<file path="src/rtl/clamped_table_interpolator_defines.svh">
// assertion macros for the clamped table interpolator
// expects signals named clk and rst in the module that uses them
`ifndef CLAMPED_TABLE_INTERPOLATOR_DEFINES_SVH
`define CLAMPED_TABLE_INTERPOLATOR_DEFINES_SVH

// same-cycle implication
`define CTI_ASSERT_IMP(lbl, ante, cons) \
  lbl: assert property (@(posedge clk) disable iff (rst) (ante) |-> (cons)) \
    else $error("assertion failed");

// next-cycle implication
`define CTI_ASSERT_NXT(lbl, ante, cons) \
  lbl: assert property (@(posedge clk) disable iff (rst) (ante) |=> (cons)) \
    else $error("assertion failed");

`endif

</file>
<file path="src/rtl/cti_pkg.sv">
// shared constants and types of the clamped table interpolator
// used by the breakpoint cells, the interpolation unit and the top level
package cti_pkg;

  localparam int TABLE_DEPTH    = 16;
  localparam int CODE_BITS      = 12;
  localparam int IDX_BITS       = $clog2(TABLE_DEPTH);
  localparam int ENTRY_IDX_BITS = 4;
  localparam int COUNT_BITS     = 5;
  localparam int DIST_BITS      = 8;
  localparam int CFG_IDX_BITS   = 2;
  localparam int CFG_DATA_BITS  = CODE_BITS;

  localparam logic KIND_LOAD    = 1'b0;
  localparam logic KIND_CONVERT = 1'b1;

  typedef enum logic [CFG_IDX_BITS-1:0] {
    REG_ENTRY_COUNT = 2'd0,
    REG_MIN_CODE    = 2'd1,
    REG_MAX_CODE    = 2'd2
  } cfg_reg_t;

  typedef struct packed {
    logic [CODE_BITS-1:0] sample;
    logic [CODE_BITS-1:0] cl;
    logic [CODE_BITS-1:0] cr;
    logic [DIST_BITS-1:0] dl;
    logic [DIST_BITS-1:0] dr;
  } seg_t;

  typedef struct packed {
    logic                 valid;
    logic                 found;
    logic [CODE_BITS-1:0] prev_code;
    logic [DIST_BITS-1:0] prev_dist;
    seg_t                 seg;
  } tok_t;

  typedef struct packed {
    logic                 valid;
    logic [DIST_BITS-1:0] value;
  } res_t;

endpackage

</file>
<file path="src/rtl/cti_cell.sv">
// one breakpoint cell: holds a table entry and forwards the search token
// depends on cti_pkg
module cti_cell (
  input  logic                         clk,
  input  logic                         rst,
  input  logic [cti_pkg::IDX_BITS-1:0] cell_index,
  input  logic [cti_pkg::IDX_BITS-1:0] last_index,
  input  logic                         wr_en,
  input  logic [cti_pkg::CODE_BITS-1:0] wr_code,
  input  logic [cti_pkg::DIST_BITS-1:0] wr_dist,
  input  cti_pkg::tok_t                tok_in,
  output cti_pkg::tok_t                tok_out
);
  import cti_pkg::*;

  logic [CODE_BITS-1:0] code;
  logic [DIST_BITS-1:0] distance;
  tok_t                 tok_next;
  logic                 hit;

  always_comb begin
    hit = tok_in.valid && !tok_in.found && (cell_index != '0) &&
          (cell_index <= last_index) &&
          ((code <= tok_in.seg.sample) || (cell_index == last_index));
    tok_next           = tok_in;
    tok_next.prev_code = code;
    tok_next.prev_dist = distance;
    if (hit) begin
      tok_next.found  = 1'b1;
      tok_next.seg.cl = tok_in.prev_code;
      tok_next.seg.dl = tok_in.prev_dist;
      tok_next.seg.cr = code;
      tok_next.seg.dr = distance;
    end
  end

  always_ff @(posedge clk) begin
    if (wr_en) begin
      code     <= wr_code;
      distance <= wr_dist;
    end
  end

  always_ff @(posedge clk) begin
    if (rst) begin
      tok_out.valid <= 1'b0;
    end else begin
      tok_out <= tok_next;
    end
  end

endmodule

</file>
<file path="src/rtl/cti_interp.sv">
// interpolation unit: two multiply steps and a restoring divide with saturation
// depends on cti_pkg
module cti_interp (
  input  logic          clk,
  input  logic          rst,
  input  logic          start,
  input  cti_pkg::seg_t seg,
  input  logic          take,
  output cti_pkg::res_t res,
  output logic          busy
);
  import cti_pkg::*;

  localparam int D_BITS    = CODE_BITS + 1;
  localparam int PROD_BITS = D_BITS + DIST_BITS + 1;
  localparam int P_BITS    = PROD_BITS + 2;
  localparam int STEP_BITS = $clog2(DIST_BITS);

  typedef enum logic [5:0] {
    ST_IDLE = 6'b000001,
    ST_MUL1 = 6'b000010,
    ST_MUL2 = 6'b000100,
    ST_PREP = 6'b001000,
    ST_DIV  = 6'b010000,
    ST_DONE = 6'b100000
  } state_t;

  state_t                  state;
  seg_t                    sg;
  logic signed [D_BITS-1:0]    den;
  logic signed [PROD_BITS-1:0] p1;
  logic signed [PROD_BITS-1:0] p2;
  logic [P_BITS-1:0]           rem;
  logic [P_BITS-1:0]           dvs;
  logic [DIST_BITS-1:0]        quo;
  logic [STEP_BITS-1:0]        step;
  logic [DIST_BITS-1:0]        result;

  logic signed [DIST_BITS:0]   dr_s;
  logic signed [DIST_BITS:0]   dd_s;
  logic signed [D_BITS-1:0]    ds_s;
  logic signed [P_BITS-1:0]    pt;
  logic signed [P_BITS-1:0]    pt_abs;
  logic [CODE_BITS-1:0]        qmag;
  logic [P_BITS-1:0]           q_sh8;
  logic [P_BITS-1:0]           q_sh7;
  logic                        ge;

  always_comb begin
    dr_s   = $signed({1'b0, sg.dr});
    dd_s   = $signed({1'b0, sg.dr}) - $signed({1'b0, sg.dl});
    ds_s   = $signed({1'b0, sg.sample}) - $signed({1'b0, sg.cr});
    pt     = P_BITS'(p1) - P_BITS'(p2);
    pt_abs = den[D_BITS-1] ? -pt : pt;
    qmag   = den[D_BITS-1] ? CODE_BITS'(-den) : CODE_BITS'(den);
    q_sh8  = P_BITS'({qmag, 8'd0});
    q_sh7  = P_BITS'({qmag, 7'd0});
    ge     = (rem >= dvs);
  end

  always_ff @(posedge clk) begin
    if (rst) begin
      state <= ST_IDLE;
    end else begin
      case (state)
        ST_IDLE: begin
          if (start) begin
            sg    <= seg;
            den   <= $signed({1'b0, seg.cl}) - $signed({1'b0, seg.cr});
            state <= ST_MUL1;
          end
        end
        ST_MUL1: begin
          p1    <= dr_s * den;
          state <= ST_MUL2;
        end
        ST_MUL2: begin
          p2    <= dd_s * ds_s;
          state <= ST_PREP;
        end
        ST_PREP: begin
          if (den == '0) begin
            result <= sg.dr;
            state  <= ST_DONE;
          end else if (pt_abs[P_BITS-1] || (pt_abs == '0)) begin
            result <= '0;
            state  <= ST_DONE;
          end else if (P_BITS'(pt_abs) >= q_sh8) begin
            result <= '1;
            state  <= ST_DONE;
          end else begin
            rem   <= P_BITS'(pt_abs);
            dvs   <= q_sh7;
            quo   <= '0;
            step  <= STEP_BITS'(DIST_BITS - 1);
            state <= ST_DIV;
          end
        end
        ST_DIV: begin
          if (ge) begin
            rem <= rem - dvs;
          end
          dvs  <= dvs >> 1;
          quo  <= {quo[DIST_BITS-2:0], ge};
          step <= step - 1'b1;
          if (step == '0) begin
            result <= {quo[DIST_BITS-2:0], ge};
            state  <= ST_DONE;
          end
        end
        ST_DONE: begin
          if (take) begin
            state <= ST_IDLE;
          end
        end
        default: state <= ST_IDLE;
      endcase
    end
  end

  assign res.valid = (state == ST_DONE);
  assign res.value = result;
  assign busy      = (state != ST_IDLE);

endmodule

</file>
<file path="src/rtl/clamped_table_interpolator.sv">
// top level of the clamped table interpolator: config registers, clamp,
// breakpoint cell row, interpolation unit and output register
// depends on cti_pkg, cti_cell, cti_interp and the defines header
// A load item writes one breakpoint. A convert item clamps its sample, then a
// search token walks the row of breakpoint cells, one cell per cycle, picking
// the first entry at or below the sample (else the last entry), and the
// interpolation unit finishes with its multiplies and an eight-step
// restoring divide, which it skips when the segment is flat or the result
// saturates. Input is stalled while a conversion is in flight, so one
// conversion is in the block at a time; a finished result can wait at the
// output while the next item is taken.
`include "clamped_table_interpolator_defines.svh"

module clamped_table_interpolator (
  input  logic                             clk,
  input  logic                             rst,
  input  logic                             cfg_write,
  input  logic [cti_pkg::CFG_IDX_BITS-1:0] cfg_index,
  input  logic [cti_pkg::CFG_DATA_BITS-1:0] cfg_data,
  input  logic                             in_valid,
  output logic                             in_stall,
  input  logic                             kind,
  input  logic [cti_pkg::ENTRY_IDX_BITS-1:0] entry_index,
  input  logic [cti_pkg::CODE_BITS-1:0]    entry_code,
  input  logic [cti_pkg::DIST_BITS-1:0]    entry_distance,
  input  logic [cti_pkg::CODE_BITS-1:0]    sample_code,
  output logic                             out_valid,
  input  logic                             out_stall,
  output logic [cti_pkg::DIST_BITS-1:0]    distance_cm
);
  import cti_pkg::*;

  logic [COUNT_BITS-1:0] entry_count;
  logic [CODE_BITS-1:0]  min_code;
  logic [CODE_BITS-1:0]  max_code;
  logic [IDX_BITS-1:0]   last_index;
  logic [CODE_BITS-1:0]  clamped;
  logic                  in_xfer;
  logic                  load_xfer;
  logic                  conv_xfer;
  logic [TABLE_DEPTH-1:0] wr_en;
  logic [TABLE_DEPTH-1:0] chain_valid;
  tok_t                  tok_head;
  tok_t                  tok [TABLE_DEPTH];
  res_t                  res;
  logic                  interp_busy;
  logic                  take;

  always_ff @(posedge clk) begin
    if (rst) begin
      entry_count <= COUNT_BITS'(2);
      min_code    <= '0;
      max_code    <= '1;
    end else if (cfg_write) begin
      case (cfg_index)
        REG_ENTRY_COUNT: entry_count <= cfg_data[COUNT_BITS-1:0];
        REG_MIN_CODE:    min_code    <= cfg_data[CODE_BITS-1:0];
        REG_MAX_CODE:    max_code    <= cfg_data[CODE_BITS-1:0];
        default: ;
      endcase
    end
  end

  always_comb begin
    if (int'(entry_count) < 2) begin
      last_index = IDX_BITS'(1);
    end else if (int'(entry_count) > TABLE_DEPTH) begin
      last_index = IDX_BITS'(TABLE_DEPTH - 1);
    end else begin
      last_index = IDX_BITS'(int'(entry_count) - 1);
    end
    if (sample_code > max_code) begin
      clamped = max_code;
    end else if (sample_code < min_code) begin
      clamped = min_code;
    end else begin
      clamped = sample_code;
    end
  end

  assign in_xfer   = in_valid && !in_stall;
  assign load_xfer = in_xfer && (kind == KIND_LOAD);
  assign conv_xfer = in_xfer && (kind == KIND_CONVERT);
  assign in_stall  = (|chain_valid) || interp_busy;

  always_comb begin
    tok_head            = '0;
    tok_head.valid      = conv_xfer;
    tok_head.seg.sample = clamped;
  end

  genvar i;
  generate
    for (i = 0; i < TABLE_DEPTH; i++) begin : g_cell
      assign wr_en[i]       = load_xfer && (int'(entry_index) == i);
      assign chain_valid[i] = tok[i].valid;
      if (i == 0) begin : g_head
        cti_cell u_cell (
          .clk        (clk),
          .rst        (rst),
          .cell_index (IDX_BITS'(i)),
          .last_index (last_index),
          .wr_en      (wr_en[i]),
          .wr_code    (entry_code),
          .wr_dist    (entry_distance),
          .tok_in     (tok_head),
          .tok_out    (tok[i])
        );
      end else begin : g_body
        cti_cell u_cell (
          .clk        (clk),
          .rst        (rst),
          .cell_index (IDX_BITS'(i)),
          .last_index (last_index),
          .wr_en      (wr_en[i]),
          .wr_code    (entry_code),
          .wr_dist    (entry_distance),
          .tok_in     (tok[i-1]),
          .tok_out    (tok[i])
        );
      end
    end
  endgenerate

  assign take = !out_valid || !out_stall;

  cti_interp u_interp (
    .clk   (clk),
    .rst   (rst),
    .start (tok[TABLE_DEPTH-1].valid),
    .seg   (tok[TABLE_DEPTH-1].seg),
    .take  (take),
    .res   (res),
    .busy  (interp_busy)
  );

  always_ff @(posedge clk) begin
    if (rst) begin
      out_valid <= 1'b0;
    end else if (res.valid && take) begin
      out_valid   <= 1'b1;
      distance_cm <= res.value;
    end else if (!out_stall) begin
      out_valid <= 1'b0;
    end
  end

  `CTI_ASSERT_NXT(a_conv_blocks_input, conv_xfer, in_stall)
  `CTI_ASSERT_IMP(a_single_token, 1'b1, $onehot0(chain_valid))
  `CTI_ASSERT_IMP(a_token_meets_idle_unit, tok[TABLE_DEPTH-1].valid, !interp_busy)
  `CTI_ASSERT_NXT(a_result_held, res.valid && !take, res.valid)

endmodule

</file>
<file path="config.mk">
export PLATFORM = sky130hd
export DESIGN_NAME = clamped_table_interpolator
export DESIGN_NICKNAME = d
export VERILOG_FILES = /design/src/rtl/cti_pkg.sv /design/src/rtl/cti_cell.sv /design/src/rtl/cti_interp.sv /design/src/rtl/clamped_table_interpolator.sv
export VERILOG_INCLUDE_DIRS = /design/src /design/src/rtl
export SDC_FILE = /design/constraint.sdc
export NUM_CORES = 2
export LEC_CHECK = 0
export BUFFER_PORTS_ARGS = -buffer_cell sky130_fd_sc_hd__buf_2
export CAP_MARGIN = 20
export CORE_MARGIN = 5
export CORE_UTILIZATION = 60
export DETAILED_ROUTE_END_ITERATION = 10
export MAX_ROUTING_LAYER = met4
export PLACE_DENSITY = 0.76
export SETUP_SLACK_MARGIN = 0.15
export SLEW_MARGIN = 10
export SYNTH_ARGS = -nofsm -noshare
export SYNTH_HDL_FRONTEND = slang
export SYNTH_SLANG_ARGS = --single-unit
</file>
<file path="constraint.sdc">
create_clock -name clk -period 92.8 [get_ports clk]
set_input_delay 13.92 -clock clk [delete_from_list [all_inputs] [get_ports clk]]
set_output_delay 13.92 -clock clk [all_outputs]
set_load 0.005 [all_outputs]
</file>
==> results.yml <==
run_status:
  status: "finished, final reports clean"
worst_setup_path:
  worstReg2RegStart: "u_interp.dr_s[0]"
  r2r_slack_ps: 83870
  slowest_stage: "buf_4"
  cp-end-kind: "register"
  timing.rr.end: "u_interp.p2[21]"
  required_ps: 93190
  cp_max_fo: 186
  crit_top_cell: "buf_4"
  worstPathArrival_ps: 18780
  crit_chain: "buf_2 -> buf_4 -> inv_8 -> buf_12 -> buf_4 -> buf_4 -> buf_4"
  max_stage_delay_ps: 880
  start_kind: "input pin"
  worstRegToRegCells: 32
  critPathKind: "input pin to register"
power_and_ir_drop:
  fin_total_pwr_mw: 1.54
  p_leak_nw: 31.8
  p_per_area_nw_per_um2: 18.5
  max-vdd-ir-drop_uv: 21.8
synth:
  synth_cell_type_count: 75
  syn-cell-area_um2: 75400
  yosysSeqAreaShare: 0.648
  ys_warn_count: 0
  synth_area_per_cell_um2: 15.0
  synthArstFlopShare: 0
  ys_ff_latch: 1644
  syn_inst: 5020
  ys.flop_type: "edfxtp_1"
  yosys-top-cells-area: "edfxtp_1, mux2_2, ha_1"
  synth_nets: 5634
  synth_top_area_cell: "edfxtp_1"
  synth-edff-count: 1592
  synth_top_area_frac: 0.634
die:
  ioPinCount: 66
  coreArea_um2: 125000
  initial_core_util: 0.602
  placementRows: 130
  die_x_um: 364
  die_area_um2: 133000
  die_y_um: 364
drt:
  drt_wl_total_um: 140000
  dr.pass1.iters: 5
  wl_met3_um: 5480
  routed.top_layer: "met4"
  met2WireLength_um: 73900
  drt_iter0_drc: 2749
  viasPerCell: 5.59
  drc_errors: 0
  wl_per_cell_um: 20.1
  drt-met1-wl_um: 56500
  via_count: 38900
  antenna_left: 0
global_routing:
  antenna_found_initial: 0
  grt_max_degree: 187
  grt_pass1_vias: 40800
  grtUsageTotal: 0.222
  grt_pass1_wl_um: 223000
  overflow: 0
layout:
  final_common_cell: "edfxtp_1"
  fillers: 8511
  syn2layout_area_growth_pct: 10.3
  final-instance-count-excl-fill: 6959
  multiInputGateArea_um2: 24200
  seq_area_um2: 48800
  fin_nets: 5795
  drive_above_1_share: 0.181
  utilization: 0.664
  antennaDiodeCount: 0
  mostFrequentLayoutCells: "edfxtp_1, mux2_2, inv_1"
hold_path:
  hold_end: "u_interp.dr_s[1]"
  min-delay-start: "g_cell[15].g_body.u_cell.tok_out[1]"
  hold_depth: 0
  hold_class: "register to register"
sta:
  fin_tns_setup_ps: 0
  skew_ps: 32.6
  setup_violations: 0
  setup_ws_ps: 74400
  finalCriticalPeriod_ps: 18400
  drv_slew: 0
  finalCritPeriodShare: 0.198
  max_freq_ghz: 0.0543
  worst_slew_margin_rel: 0.270
  tightest_slew_ps: 1090
  rsz0062_at_grt: "false"
  hold_viol: 0
clocking:
  clk_pin_slew_ps: 60
  cts_root_buffer: "clkbuf_16"
  postCtsSetupRepairBufs: 0
  clockBufferDepth: 3
  numCtsBuffers: 160
  cts_resized: 0
  htree_levels: 4
  cts.sink_count: 1644
  hold_buffers: 0
  clkLatencyLatePin_ps: 790
  tritoncts: "done"
placed_design:
  portBuffers: 65
  dp.cells: 6660
  place.gp.congestion: 0.884
  place.detailed.hpwl_um: 98500
  dpl_worst_slack_ps: 73670
run:
  max_cap_violations: 0
==> synth_stat cells, drive strengths merged (67+ instances only) <==
| master | instances |
|---|---|
| nand2 | 200 |
| xnor2 | 82 |
| edfxtp | 1592 |
| clkbuf | 110 |
| nor2 | 232 |
| mux2 | 558 |
| nor2b | 74 |
| inv | 534 |
| o21ai | 137 |
| and2 | 120 |
| ha | 371 |
| nand2b | 67 |
| fa | 187 |
| a21oi | 140 |
==> logic make-up after synthesis <==
group,count (synthesis),synth area share
AOI/OAI and AO/OA,498,0.0419
buffers and inverters,662,0.0331
xor gates and xnor gates,129,0.0150
DFF,1644,0.648
adders and majority gates,558,0.111
muxes,588,0.0873
and+or+nand+nor,941,0.0633
==> cell type report <==
cell class,instances,share of cell area
flip-flops and latches,1644,0.588
multi-input cells,2714,0.291
clock buffers,190,0.0510
well taps,1650,0.0248
inverters,534,0.0242
clock inverters,100,0.0112
repair buffers,127,0.0100
==> flip-flops by register name, indices dropped and copies added (netlist names) <==
| signal | flops |
|---|---|
| u_interp.step | 3 |
| max_code | 12 |
| u_interp.rem | 24 |
| u_interp.sg | 32 |
| g_cell.g_body.u_cell.distance | 120 |
| u_interp.dr_s | 8 |
| u_interp.den | 13 |
| min_code | 12 |
| g_cell.g_head.u_cell.tok_out | 33 |
| out_valid | 1 |
| distance_cm | 8 |
| g_cell.g_head.u_cell.code | 12 |
| entry_count | 5 |
| u_interp.dvs | 19 |
| u_interp.result | 8 |
| u_interp.state | 6 |
| u_interp.p1 | 22 |
| g_cell.g_body.u_cell.tok_out | 1089 |
| g_cell.g_body.u_cell.code | 180 |
| u_interp.p2 | 22 |
| g_cell.g_head.u_cell.distance | 8 |
| u_interp.quo | 7 |
==> worst max-delay path, delay by kind of cell <==
| kind | cells | cell delay [ps] |
|---|---|---|
| buf+inv | 7 | 4430 |
==> layer usage <==
layer  GRT usage  vias up
met5           -        -
met4      0.0684        0
met3      0.0310      248
met2       0.392      800
met1       0.268    19400
li1            -    18500
==> stage by stage <==
step,area [µm²],hold WS (ps)
CTS,83000,407
global route,83100,422
detailed placement,77800,405
floorplan,75400,400
finish,83100,404
global placement,77800,401
==> power by group <==
part	total [mW]	internal, mW	switching [mW]
clock network	0.636	0.366	0.269
logic	0.0515	0.0203	0.0313
registers	0.852	0.843	0.00963
==> worst max-delay path by stage <==
stage | startpoint | to | slack [ps] | cells past startpoint
after global placement | rst | g_cell[9].g_body.u_cell.tok_out[21] | 73770 | 7
after global routing | rst | g_cell[10].g_body.u_cell.tok_out[23] | 74130 | 7
after detailed placement | rst | g_cell[9].g_body.u_cell.tok_out[65] | 73670 | 7
final | rst | g_cell[10].g_body.u_cell.tok_out[25] | 74400 | 7
after floorplan | rst | max_code[10] | 46640 | 3
after CTS | rst | g_cell[9].g_body.u_cell.tok_out[36] | 74520 | 7
(Power assumes the default switching activity.)
